$ cat src/sv/lpsd_pkg.sv
// ----------------------------------------------------------------------------
// lpsd_pkg
// Shared types and constants for the length-prefixed string deframer.
// ----------------------------------------------------------------------------
`default_nettype none

package lpsd_pkg;

  localparam int LEN_BITS_DEF  = 16;
  localparam int QUEUE_DEPTH   = 2;
  localparam logic [7:0] SEPARATOR_RESET = 8'h40;  // '@'
  localparam logic [7:0] CHAR_ZERO = 8'h30;
  localparam logic [7:0] CHAR_NINE = 8'h39;

  localparam logic [1:0] ERR_OK    = 2'd0;
  localparam logic [1:0] ERR_FIELD = 2'd1;
  localparam logic [1:0] ERR_OVF   = 2'd2;
  localparam logic [1:0] ERR_CUT   = 2'd3;

  // Command handed from the parser to the output stage.
  typedef enum logic [2:0] {
    OP_PASS      = 3'd0,  // payload byte, string continues
    OP_PASS_LAST = 3'd1,  // last payload byte of a string
    OP_PASS_CUT  = 3'd2,  // payload byte, stream ended inside the frame
    OP_EMPTY     = 3'd3,  // zero-length string
    OP_ERR_FIELD = 3'd4,  // bad length field
    OP_ERR_OVF   = 3'd5,  // length too large
    OP_ERR_CUT   = 3'd6   // stream ended inside the frame
  } op_t;

  typedef struct packed {
    op_t        op;
    logic [7:0] data;
  } cmd_t;

endpackage

`default_nettype wire

$ cat src/sv/lpsd_front.sv
// ----------------------------------------------------------------------------
// lpsd_front
// Byte parser: gathers the decimal length, counts payload bytes and issues
// one command for every byte that yields a result.
// ----------------------------------------------------------------------------
`default_nettype none

module lpsd_front
  import lpsd_pkg::*;
#(
  parameter int LEN_BITS = LEN_BITS_DEF
) (
  input  wire logic       clk,
  input  wire logic       rst,
  input  wire logic       cfg_wr_en,
  input  wire logic [7:0] cfg_wr_data,
  input  wire logic       in_valid,
  input  wire logic       in_ready,
  input  wire logic [7:0] in_byte,
  input  wire logic       end_of_input,
  output logic            push,
  output cmd_t            cmd
);

  localparam int EXT_BITS = LEN_BITS + 4;

  typedef enum logic [1:0] {
    PH_LEN  = 2'd0,
    PH_PAY  = 2'd1,
    PH_DROP = 2'd2
  } phase_t;

  phase_t              phase, phase_next;
  logic [LEN_BITS-1:0] length_acc, length_acc_next;
  logic                digit_seen, digit_seen_next;
  logic [LEN_BITS-1:0] bytes_left, bytes_left_next;
  logic [7:0]          separator;

  logic                accept;
  logic                emit;
  op_t                 op;
  logic                is_digit;
  logic [EXT_BITS-1:0] acc_ext;
  logic [EXT_BITS-1:0] acc_times10;
  logic [LEN_BITS-1:0] left_dec;

  assign accept   = in_valid && in_ready;
  assign is_digit = (in_byte >= CHAR_ZERO) && (in_byte <= CHAR_NINE);
  assign acc_ext  = {4'b0, length_acc};
  assign acc_times10 = (acc_ext << 3) + (acc_ext << 1) + {{LEN_BITS{1'b0}}, in_byte[3:0]};
  assign left_dec = bytes_left - {{(LEN_BITS-1){1'b0}}, 1'b1};

  always_comb begin
    phase_next      = phase;
    length_acc_next = length_acc;
    digit_seen_next = digit_seen;
    bytes_left_next = bytes_left;
    emit            = 1'b0;
    op              = OP_PASS;
    unique case (phase)
      PH_DROP: begin
        if (end_of_input) begin
          phase_next      = PH_LEN;
          length_acc_next = '0;
          digit_seen_next = 1'b0;
          bytes_left_next = '0;
        end
      end
      PH_PAY: begin
        emit            = 1'b1;
        bytes_left_next = left_dec;
        if (left_dec == '0 || end_of_input) begin
          op              = (left_dec == '0) ? OP_PASS_LAST : OP_PASS_CUT;
          phase_next      = PH_LEN;
          length_acc_next = '0;
          digit_seen_next = 1'b0;
          bytes_left_next = '0;
        end
      end
      default: begin
        emit = 1'b1;
        priority if (in_byte == separator) begin
          if (!digit_seen) begin
            op = OP_ERR_FIELD;
          end else if (length_acc == '0) begin
            op = OP_EMPTY;
          end else if (end_of_input) begin
            op = OP_ERR_CUT;
          end else begin
            emit = 1'b0;
          end
        end else if (is_digit) begin
          if (acc_times10[EXT_BITS-1:LEN_BITS] != '0) begin
            op = OP_ERR_OVF;
          end else if (end_of_input) begin
            op = OP_ERR_CUT;
          end else begin
            emit = 1'b0;
          end
        end else begin
          op = OP_ERR_FIELD;
        end

        if (!emit) begin
          if (in_byte == separator) begin
            // advance to payload
            phase_next      = PH_PAY;
            bytes_left_next = length_acc;
            length_acc_next = '0;
            digit_seen_next = 1'b0;
          end else begin
            length_acc_next = acc_times10[LEN_BITS-1:0];
            digit_seen_next = 1'b1;
          end
        end else if (end_of_input || op == OP_EMPTY) begin
          phase_next      = PH_LEN;
          length_acc_next = '0;
          digit_seen_next = 1'b0;
          bytes_left_next = '0;
        end else begin
          // drop until end of input
          phase_next = PH_DROP;
        end
      end
    endcase
  end

  assign push     = accept && emit;
  assign cmd.op   = op;
  assign cmd.data = in_byte;

  always_ff @(posedge clk) begin
    if (rst) begin
      phase      <= PH_LEN;
      length_acc <= '0;
      digit_seen <= 1'b0;
      bytes_left <= '0;
      separator  <= SEPARATOR_RESET;
    end else begin
      if (cfg_wr_en) begin
        separator <= cfg_wr_data;
      end
      if (accept) begin
        phase      <= phase_next;
        length_acc <= length_acc_next;
        digit_seen <= digit_seen_next;
        bytes_left <= bytes_left_next;
      end
    end
  end

  a_pay_has_bytes: assert property (@(posedge clk) disable iff (rst)
    (phase == PH_PAY) |-> (bytes_left != '0))
    else $error("payload phase with no bytes left");

  a_len_no_count: assert property (@(posedge clk) disable iff (rst)
    (phase == PH_LEN) |-> (bytes_left == '0))
    else $error("length phase with stale byte count");

endmodule

`default_nettype wire

$ cat src/sv/lpsd_queue.sv
// ----------------------------------------------------------------------------
// lpsd_queue
// Short command queue between the parser and the output stage.
// ----------------------------------------------------------------------------
`default_nettype none

module lpsd_queue
  import lpsd_pkg::*;
(
  input  wire logic clk,
  input  wire logic rst,
  input  wire logic push,
  input  cmd_t      push_cmd,
  output logic      full,
  output logic      q_valid,
  input  wire logic pop,
  output cmd_t      q_cmd
);

  localparam int PTR_W = (QUEUE_DEPTH > 1) ? $clog2(QUEUE_DEPTH) : 1;
  localparam int CNT_W = $clog2(QUEUE_DEPTH + 1);
  localparam logic [PTR_W-1:0] PTR_LAST = PTR_W'(QUEUE_DEPTH - 1);
  localparam logic [CNT_W-1:0] CNT_FULL = CNT_W'(QUEUE_DEPTH);

  cmd_t             slots [QUEUE_DEPTH];
  logic [PTR_W-1:0] wr_ptr, rd_ptr;
  logic [CNT_W-1:0] count;

  assign full    = (count == CNT_FULL);
  assign q_valid = (count != '0);
  assign q_cmd   = slots[rd_ptr];

  always_ff @(posedge clk) begin
    if (push) begin
      slots[wr_ptr] <= push_cmd;
    end
  end

  always_ff @(posedge clk) begin
    if (rst) begin
      wr_ptr <= '0;
      rd_ptr <= '0;
      count  <= '0;
    end else begin
      if (push) begin
        wr_ptr <= (wr_ptr == PTR_LAST) ? '0 : wr_ptr + 1'b1;
      end
      if (pop) begin
        rd_ptr <= (rd_ptr == PTR_LAST) ? '0 : rd_ptr + 1'b1;
      end
      unique case ({push, pop})
        2'b10:   count <= count + 1'b1;
        2'b01:   count <= count - 1'b1;
        default: count <= count;
      endcase
    end
  end

  a_no_overfill: assert property (@(posedge clk) disable iff (rst)
    push |-> (!full || pop))
    else $error("push into full queue");

  a_no_underrun: assert property (@(posedge clk) disable iff (rst)
    pop |-> q_valid)
    else $error("pop from empty queue");

endmodule

`default_nettype wire

$ cat src/sv/lpsd_back.sv
// ----------------------------------------------------------------------------
// lpsd_back
// Output stage: decodes queued commands into result fields and holds them
// in a register until taken.
// ----------------------------------------------------------------------------
`default_nettype none

module lpsd_back
  import lpsd_pkg::*;
(
  input  wire logic  clk,
  input  wire logic  rst,
  input  wire logic  q_valid,
  input  cmd_t       q_cmd,
  output logic       pop,
  output logic       out_valid,
  input  wire logic  out_ready,
  output logic [7:0] out_byte,
  output logic       has_byte,
  output logic       end_of_string,
  output logic       empty_string,
  output logic [1:0] error_code
);

  logic [7:0] byte_next;
  logic       has_next, eos_next, empty_next;
  logic [1:0] err_next;

  assign pop = q_valid && (!out_valid || out_ready);

  always_comb begin
    byte_next  = 8'h00;
    has_next   = 1'b0;
    eos_next   = 1'b0;
    empty_next = 1'b0;
    err_next   = ERR_OK;
    unique case (q_cmd.op)
      OP_PASS: begin
        byte_next = q_cmd.data;
        has_next  = 1'b1;
      end
      OP_PASS_LAST: begin
        byte_next = q_cmd.data;
        has_next  = 1'b1;
        eos_next  = 1'b1;
      end
      OP_PASS_CUT: begin
        byte_next = q_cmd.data;
        has_next  = 1'b1;
        err_next  = ERR_CUT;
      end
      OP_EMPTY: begin
        eos_next   = 1'b1;
        empty_next = 1'b1;
      end
      OP_ERR_FIELD: err_next = ERR_FIELD;
      OP_ERR_OVF:   err_next = ERR_OVF;
      OP_ERR_CUT:   err_next = ERR_CUT;
      default:      err_next = ERR_OK;
    endcase
  end

  always_ff @(posedge clk) begin
    if (rst) begin
      out_valid <= 1'b0;
    end else if (pop) begin
      out_valid <= 1'b1;
    end else if (out_ready) begin
      out_valid <= 1'b0;
    end
  end

  always_ff @(posedge clk) begin
    if (pop) begin
      out_byte      <= byte_next;
      has_byte      <= has_next;
      end_of_string <= eos_next;
      empty_string  <= empty_next;
      error_code    <= err_next;
    end
  end

  a_byte_zero: assert property (@(posedge clk) disable iff (rst)
    (out_valid && !has_byte) |-> (out_byte == 8'h00))
    else $error("out_byte not cleared without payload");

  a_empty_eos: assert property (@(posedge clk) disable iff (rst)
    (out_valid && empty_string) |-> (end_of_string && !has_byte))
    else $error("empty string marker malformed");

endmodule

`default_nettype wire

$ cat src/sv/length_prefixed_string_deframer.sv
// ----------------------------------------------------------------------------
// length_prefixed_string_deframer
// Decodes frames of the form <decimal length><separator><payload bytes>.
// ----------------------------------------------------------------------------
// Takes one byte per cycle whenever in_ready is high, with no gaps between
// frames. The parser updates its length and byte counters for each accepted
// byte; a request is accepted whenever the two-entry command queue has room,
// and a result passes from the command queue into the output register. A
// stalled output fills the queue after two more result-bearing bytes, then
// in_ready drops. All dropped bytes after an error produce no result, nor do
// length digits and the separator of a nonzero length unless they overflow
// or end the stream. The separator register (default '@') is written through
// cfg_wr_en/cfg_wr_data and must only be changed while no frame is in flight.
// ----------------------------------------------------------------------------
`default_nettype none

module length_prefixed_string_deframer
  import lpsd_pkg::*;
#(
  parameter int LEN_BITS = LEN_BITS_DEF
) (
  input  wire logic       clk,
  input  wire logic       rst,
  input  wire logic       cfg_wr_en,
  input  wire logic [7:0] cfg_wr_data,
  input  wire logic       in_valid,
  output logic            in_ready,
  input  wire logic [7:0] in_byte,
  input  wire logic       end_of_input,
  output logic            out_valid,
  input  wire logic       out_ready,
  output logic [7:0]      out_byte,
  output logic            has_byte,
  output logic            end_of_string,
  output logic            empty_string,
  output logic [1:0]      error_code
);

  logic push;
  cmd_t push_cmd;
  logic full;
  logic q_valid;
  logic pop;
  cmd_t q_cmd;

  // Hold off requests only when the queue cannot take another command.
  assign in_ready = !full;

  // Parse the byte stream and issue commands.
  lpsd_front #(
    .LEN_BITS(LEN_BITS)
  ) u_front (
    .clk          (clk),
    .rst          (rst),
    .cfg_wr_en    (cfg_wr_en),
    .cfg_wr_data  (cfg_wr_data),
    .in_valid     (in_valid),
    .in_ready     (in_ready),
    .in_byte      (in_byte),
    .end_of_input (end_of_input),
    .push         (push),
    .cmd          (push_cmd)
  );

  // Decouple the parser from output backpressure.
  lpsd_queue u_queue (
    .clk      (clk),
    .rst      (rst),
    .push     (push),
    .push_cmd (push_cmd),
    .full     (full),
    .q_valid  (q_valid),
    .pop      (pop),
    .q_cmd    (q_cmd)
  );

  // Format results and hold them until taken.
  lpsd_back u_back (
    .clk           (clk),
    .rst           (rst),
    .q_valid       (q_valid),
    .q_cmd         (q_cmd),
    .pop           (pop),
    .out_valid     (out_valid),
    .out_ready     (out_ready),
    .out_byte      (out_byte),
    .has_byte      (has_byte),
    .end_of_string (end_of_string),
    .empty_string  (empty_string),
    .error_code    (error_code)
  );

endmodule

`default_nettype wire

$ cat config.mk
export PLATFORM = sky130hd
export DESIGN_NAME = length_prefixed_string_deframer
export DESIGN_NICKNAME = d
export VERILOG_FILES = /design/src/sv/lpsd_pkg.sv /design/src/sv/lpsd_front.sv /design/src/sv/lpsd_queue.sv /design/src/sv/lpsd_back.sv /design/src/sv/length_prefixed_string_deframer.sv
export SDC_FILE = /design/constraint.sdc
export NUM_CORES = 1
export LEC_CHECK = 0
export ABC_AREA = 1
export BUFFER_PORTS_ARGS = -buffer_cell sky130_fd_sc_hd__clkbuf_2
export CAP_MARGIN = 20
export CORE_UTILIZATION = 34
export DETAILED_ROUTE_END_ITERATION = 10
export PLACE_DENSITY = 0.57
export REMOVE_ABC_BUFFERS = 1
export SETUP_SLACK_MARGIN = 0.3
export SYNTH_ARGS = -nofsm -noshare
export SYNTH_HDL_FRONTEND = slang
export SYNTH_HIERARCHICAL = 1
export SYNTH_SLANG_ARGS = --single-unit
$ cat constraint.sdc
create_clock -name clk -period 5.5 [get_ports clk]
set_input_delay 1.1 -clock clk [delete_from_list [all_inputs] [get_ports clk]]
set_output_delay 1.1 -clock clk [all_outputs]
set_load 0.1 [all_outputs]
==> impl_results.md, run 1 <==
- Leading area contributor after synthesis: edfxtp_1
- Final Worst Setup Slack: 1.34 ns
- Clk_lat worst skew: 0.34 ns
- Clock Pin Slew Worst Setup and Hold Paths: 0.06 ns
- Hold Crit Start: u_back/out_valid$_SDFFE_PP0P_
- Starting Density: 35.2%
- DR iter-0 viols: 228
- Row count: 46
- Worst setup SP type: input port
- Reg area: 2030 µm²
- Slew of the pin with the lowest slew margin: 0.826 ns
- Primary FF master, synth: dfxtp_1
- Layout net count: 835
- Number of routed nets with antenna violations: 0
- Hold Slack: 0.477 ns
- TritonCTS clock tree: yes
- CP Class: in2reg
- Die Wd: 131 µm
- Yosys reg bits: 84
- Drt pass-1 iters: 4
- Crit path from: in_byte[3]
- Max-slew headroom: 44.9%
- Drc violations: 0
- Fmax: 240 MHz
- First-pass GRT wire length: 21700 µm
- Cells on worst reg2reg path: 24
- Cts bufs inserted: 9
- CP Data Required Time: 5.78 ns
- Worst-path cell with the longest stage delay: fa_1
- Number of global-route vias before repair: 4413
- Multi-input logic area: 3110 µm²
- CP Capture Type: flip-flop
- Largest net degree at the start of global routing: 33
- Peak VDD IR: 0.332 mV
- Bufs on Longest Clock Path: 2
- Synth top area share: 18.6%
- Post-Place Cell Area: 5940 µm²
- Hold Path Class: reg2reg
- Area Growth Syn to Fin: 10.4%
- Routed len/inst: 12.7 µm
- Final Hold Viols: 0
- Routability congestion estimate: 0.862
- Post-CTS Repair Setup Buffers: 0
- CP top delay family: simple AND/OR/NAND/NOR gates
- Share of cells above drive strength 1: 13.6%
- Ant diodes: 0
- Flop-to-flop setup slack: 1.77 ns
- WP data arrival: 4.45 ns
- Crit path depth: 25
- Asr flop ratio synth: 0%
- Yosys warning count: 6
- Clock sinks: 84
- CP dominant cell by count: nand2_1
- Setup TNS: 0 ns
- P_leak: 2.94 nW
- Hpwl dp: 9400 µm
- Skew final: 0.00682 ns
- WP buf/inv: 5
- Post-Place Worst Slack: 0.978 ns
- Top-count cell post-synth: nand2_1
- Crit-path max cell delay: 0.53 ns
- Total vias in the final route: 4645
- Post-Syn Area per Cell: 7.52 µm²
- Core Area: 16100 µm²
- WL final: 12600 µm
- Top cells by count, synth: nand2_1, nor2_1, inv_1
- Min cycle time layout: 4.16 ns
- Clock root buffer master: clkbuf_16
- Unique masters post-synth: 39
- Hold buffers post-CTS: 0
- Worst Path Max Fanout: 18
- Crit share post-route: 75.7%
- Avg Vias per Cell: 4.66
- Pwr/cell area: 421 nW/µm²
- DIE AREA: 17100 µm²
- Io pins: 37
- Post-Synthesis Cells: 752
- Max-slew violations: 0
- Fin area: 6240 µm²
- Port bufs: 36
- Run status: finished clean
- GR Overflow Total: 0
- Tot Pwr: 2.63 mW
- Total track usage: 16.3%
- Top cells by area, synth: edfxtp_1, dfxtp_1, nand2_1
- Synthesized area: 5650 µm²
- CTS H-tree lvls: 3
- Reg2reg end: u_queue/count[1]$_SDFFE_PP0P_
- DIE HEIGHT: 131 µm
- Max-cap violation count: 0
- Final setup fails: 0
- Antenna violations before repair: 0
- Number of flops mapped to enable cells by yosys: 35
- Seq/Total Area, Yosys: 36.0%
- CP endpoint: u_queue/count[1]$_SDFFE_PP0P_
- Setup repair after global routing missed its margin: false
- Worst r2r src: u_front/length_acc[0]$_SDFFE_PP0P_
- Post-cts sizing count: 0
- Fillers: 1682
[metrics by stage]
step	instances	utilization, %
floorplan	725	-
global placement	980	37.0
detailed placement	980	37.0
CTS	996	38.8
global route	996	38.8
finish	996	38.8
[logic make-up (layout without fill, tap and decap cells)]
kind of cell,after synthesis,count (layout),share of synthesized area [%]
compound gates,78,78,7.82
xor+xnor,32,32,4.96
fa+ha+maj,38,38,8.68
buf+inv,114,142,9.01
flops,84,84,36.0
mux,11,11,2.86
simple gates,395,395,30.7
[report_power, final]
group	total [mW]	internal, mW	leakage, nW	switching [mW]
Clock	0.601	0.353	0.143	0.249
Sequential	0.881	0.812	0.732	0.0680
Combinational	1.14	0.279	2.06	0.865
[metal layers]
metal / global-route usage, % / vias up / share of wire, %
met5: 0 / - / 0
met4: 5.48 / 0 / 1.5
met3: 3.22 / 11 / 3.9
met2: 26.7 / 91 / 45
met1: 21.4 / 2078 / 49
li1: - / 2465 / -
[cell type report]
type	instances	area share, %
repair buffers	39	3.25
well taps	216	4.33
multi-input cells	554	49.9
clock inverters	6	1.04
inverters	87	5.26
flip-flops and latches	84	32.6
clock buffers	10	3.67
[how the worst min path moves through the flow]
stage / end / cells past startpoint
after floorplan: u_front/separator[6]$_SDFFE_PP1P_ / 2
after global placement: u_back/out_valid$_SDFFE_PP0P_ / 2
after detailed placement: u_back/out_valid$_SDFFE_PP0P_ / 2
after CTS: u_back/out_valid$_SDFFE_PP0P_ / 2
after global routing: u_back/out_valid$_SDFFE_PP0P_ / 2
final: u_back/out_valid$_SDFFE_PP0P_ / 2
[sequential cells by signal, indices dropped and copies added, names as in the netlist, 2 cells and up, named ones only]
name                cells
u_queue/count           2
u_front/bytes_left     16
u_queue/slots          22
u_back/error_code       2
u_front/separator       8
u_back/out_byte         8
u_front/length_acc     16
u_front/phase           2
[placed cells by master, fill, tap and decap left out, types with 15 or more instances in the layout]
master    instances
a21oi_1          29
clkbuf_2         36
dfxtp_1          49
edfxtp_1         35
ha_1             36
inv_1            83
nand2_1         168
nand3_1          53
nor2_1          128
o21ai_0          33
xnor2_1          15
xor2_1           17
[worst reg2reg max path, stage by stage (launching register included)]
cell and delay, ns:
dfxtp_1 0.45, inv_1 0.09, fa_1 0.51, inv_1 0.07, fa_1 0.43, nand2_1 0.09
nand2_1 0.09, nand3_1 0.08, nand2_1 0.10, nand2_1 0.11, nand3_1 0.08, nand2_1 0.09
nor2_1 0.05, nand3_2 0.09, nand2_4 0.15, nand2_4 0.15, nand2_1 0.07, a21oi_1 0.22
inv_1 0.09, ha_1 0.32, inv_1 0.08, nand2_1 0.05, nor2_1 0.08, nor2_1 0.04
nor2_1 0.08
Note: power is estimated with default switching activity, not from simulation.
==> run 2: changes to the inputs <==
--- a/config.mk
+++ b/config.mk
@@ -10,7 +10,7 @@
 export CAP_MARGIN = 20
 export CORE_UTILIZATION = 34
 export DETAILED_ROUTE_END_ITERATION = 10
-export PLACE_DENSITY = 0.57
+export PLACE_DENSITY = 0.59
 export REMOVE_ABC_BUFFERS = 1
 export SETUP_SLACK_MARGIN = 0.3
 export SYNTH_ARGS = -nofsm -noshare
==> constraint.sdc (replaced) <==
create_clock -name clk -period 3.5 [get_ports clk]
set_input_delay 0.7 -clock clk [delete_from_list [all_inputs] [get_ports clk]]
set_output_delay 0.7 -clock clk [all_outputs]
set_load 0.1 [all_outputs]
==> run 2 against run 1 <==
Cell area increased by 12%. Via count increased by 8.1%. Clock skew increased by 0.0048 ns. Worst hold slack about the same. Critical endpoint is now u_front/bytes_left[14]$_SDFFE_PP0P_. Largest power group unchanged. Highest routed layer unchanged.
==> impl_results.md, run 2 (synthesis gave the netlist of run 1 again) <==
- Pwr/cell area: 634 nW/µm² (was 421 nW/µm²)
- Clock sinks: 84 (unchanged)
- DR iter-0 viols: 288 (was 228)
- Top reg by flops: u_queue/slots (unchanged)
- Crit-path max cell delay: 0.51 ns (was 0.53 ns)
- Worst Path Max Fanout: 8 (was 18)
- Row count: 46 (unchanged)
- Final setup fails: 0 (unchanged)
- First-pass GRT wire length: 23000 µm (was 21700 µm)
- Reg2reg end: u_front/bytes_left[14]$_SDFFE_PP0P_ (was u_queue/count[1]$_SDFFE_PP0P_)
- CP endpoint: u_front/bytes_left[14]$_SDFFE_PP0P_ (was u_queue/count[1]$_SDFFE_PP0P_)
- Hold Slack: 0.478 ns (was 0.477 ns)
- Number of global-route vias before repair: 4737 (was 4413)
- Fillers: 1621 (was 1682)
- Clock root buffer master: clkbuf_16 (unchanged)
- Share of cells above drive strength 1: 24.5% (was 13.6%)
- Area Growth Syn to Fin: 23.6% (was 10.4%)
- Most common cell after layout, fill and taps aside: nand2_1 (unchanged)
- Io pins: 37 (unchanged)
- Non-filler instance count after layout: 1042 (was 996)
- Clock Pin Slew Worst Setup and Hold Paths: 0.06 ns (about the same)
- Min cycle time layout: 3.25 ns
- Starting Density: 35.2% (unchanged)
- Flop-to-flop setup slack: 0.28 ns (was 1.77 ns)
- CP dominant cell by count: nand2_2 (was nand2_1)
- DIE HEIGHT: 131 µm (unchanged)
- Slew of the pin with the lowest slew margin: 0.864 ns (was 0.826 ns)
- Final Hold Viols: 0 (unchanged)
- Critical-path cell list: buf_8 > inv_2 > fa_1 > inv_2 > fa_2 > nand2_2 > nand2_2 > nand3_2 > nand2_2 > nand2_2 > nand2_1 > nand2_1 > nand2_1 > nor2_2 > nand3_2 > nand2_4 > nand2_4 > buf_8 > nand4_4 > nand2_4 > buf_12 > clkbuf_16 > nor2_2 > nor2_1
- Total track usage: 17.6% (was 16.3%)
- CP top delay family: simple AND/OR/NAND/NOR gates (unchanged)
- Hpwl dp: 9790 µm (was 9400 µm)
- Crit path depth: 24 (was 25)
- Number of flip-flops under the largest register name: 22 (unchanged)
- Largest net degree at the start of global routing: 27 (was 33)
- Worst setup SP type: input port (unchanged)
- Max-slew headroom: 42.3% (was 44.9%)
- Run status: finished clean (unchanged)
- Avg Vias per Cell: 4.82 (was 4.66)
- Drt pass-1 iters: 5 (was 4)
- Die Wd: 131 µm (unchanged)
- Bufs on Longest Clock Path: 2 (unchanged)
- TritonCTS clock tree: yes (unchanged)
- Crit share post-route: 92.8%
- Cts bufs inserted: 9 (unchanged)
- P_leak: 3.23 nW (was 2.94 nW)
- Hold buffers post-CTS: 0 (unchanged)
- Hold Path Class: reg2reg (unchanged)
- WP data arrival: 3.50 ns (was 4.45 ns)
- Antenna violations before repair: 0 (unchanged)
- Biggest regs: u_queue/slots (22), u_front/bytes_left (16), u_front/length_acc (16) (unchanged)
- CP Class: in2reg (unchanged)
- Peak VDD IR: 0.678 mV (was 0.332 mV)
- Setup TNS: 0 ns (unchanged)
- Crit path from: in_byte[3] (unchanged)
- Uppermost layer routed: met4 (unchanged)
- GR Overflow Total: 0 (unchanged)
- CP Capture Type: flip-flop (unchanged)
- Max-cap violation count: 0 (unchanged)
- Met2 routed wirelength: 6670 µm (was 5730 µm)
- Hold Crit Start: u_back/out_valid$_SDFFE_PP0P_ (unchanged)
- Skew final: 0.0117 ns (was 0.00682 ns)
- Core Area: 16100 µm² (unchanged)
- CP Data Required Time: 3.75 ns (was 5.78 ns)
- Worst r2r src: u_front/length_acc[2]$_SDFFE_PP0P_ (was u_front/length_acc[0]$_SDFFE_PP0P_)
- M1 wire length: 6660 µm (was 6190 µm)
- Max-slew violations: 0 (unchanged)
- WL final: 14300 µm (was 12600 µm)
- Routed wire length on met3: 872 µm (was 497 µm)
- Tot Pwr: 4.43 mW (was 2.63 mW)
- Setup repair after global routing missed its margin: true (was false)
- Total vias in the final route: 5022 (was 4645)
- Ant diodes: 0 (unchanged)
- Clk_lat worst skew: 0.36 ns (was 0.34 ns)
- Number of routed nets with antenna violations: 0 (unchanged)
- Commonest cells after routing, fill and taps aside: nand2_1, nor2_1, inv_1 (unchanged)
- WP buf/inv: 6 (was 5)
- Routed len/inst: 13.8 µm (was 12.7 µm)
- Worst-path cell with the longest stage delay: fa_1 (unchanged)
- Port bufs: 36 (unchanged)
- Routability congestion estimate: 0.903 (was 0.862)
- CTS H-tree lvls: 3 (unchanged)
- Drc violations: 0 (unchanged)
- Post-Place Cells: 1011 (was 980)
- Cells on worst reg2reg path: 23 (was 24)
- DIE AREA: 17100 µm² (unchanged)
- Fmax: 308 MHz
- Layout net count: 881 (was 835)
run 2: changes by cell type in the layout (fill, tap and decap cells not counted), moves of 9 or more:
cell     delta
nand2_1    -11
nand2_2    +11
buf_4      +28
nor2_4     +14
nor2_1     -18
nand3_1     -9
run 2: how the worst min path moves through the flow:
stage	to	slack (ns)	cells past startpoint
6_report	u_back/out_valid$_SDFFE_PP0P_	0.48	2
5_1_grt	u_back/out_valid$_SDFFE_PP0P_	0.51	2
4_1_cts	u_back/out_valid$_SDFFE_PP0P_	0.48	2
3_5_place_dp	u_back/out_valid$_SDFFE_PP0P_	0.47	2
3_3_place_gp	u_back/out_valid$_SDFFE_PP0P_	0.47	2
2_1_floorplan	u_front/separator[6]$_SDFFE_PP1P_	0.45	2
run 2: per-layer routing:
| layer | vias to the layer above | track usage (%) |
|---|---|---|
| met3 | 13 | 3.75 |
| met4 | 0 | 5.14 |
| li1 | 2564 | - |
| met1 | 2313 | 22.5 |
| met2 | 132 | 29.7 |
| met5 | - | 0 |
run 2: repair_timing:
item | in CTS | in global routing
cloned | 3 | 5
buffers inserted | 5 | 2
resized for setup | 27 | 57
setup endpoints to repair | 60 | 60
pin swaps | 15 | 33
run 2: final cells by class:
class / instances / area, µm² / share of cell area [%]
clock buffers: 10 / 229 / 3.28
clock inverters: 6 / 48.8 / 0.698
inverters: 87 / 328 / 4.69
multi-input cells: 558 / 3400 / 48.7
flip-flops and latches: 84 / 2030 / 29.1
well taps: 216 / 270 / 3.87
repair buffers: 81 / 674 / 9.65
run 2: per-stage QoR:
step                      cell area, µm²  util (%)  setup slack [ns]
after detailed placement            6200      38.6            -0.281
after floorplan                     5470         -            -0.352
after global placement              6200      38.6            -0.244
after global routing                6990      43.5            0.0958
after CTS                           6700      41.7             0.295
final                               6990      43.5             0.252
run 2: where the power goes:
| group | switching [mW] | internal (mW) | total [mW] |
|---|---|---|---|
| sequential | 0.108 | 1.28 | 1.38 |
| clock | 0.419 | 0.489 | 0.908 |
| combinational | 1.52 | 0.620 | 2.14 |
| total | 2.04 | 2.38 | 4.43 |
run 2: tightest hold or removal path, cell delays in order (launching register included):
cell	delay [ns]
dfxtp_1	0.32
nand2_1	0.06
a21oi_1	0.05
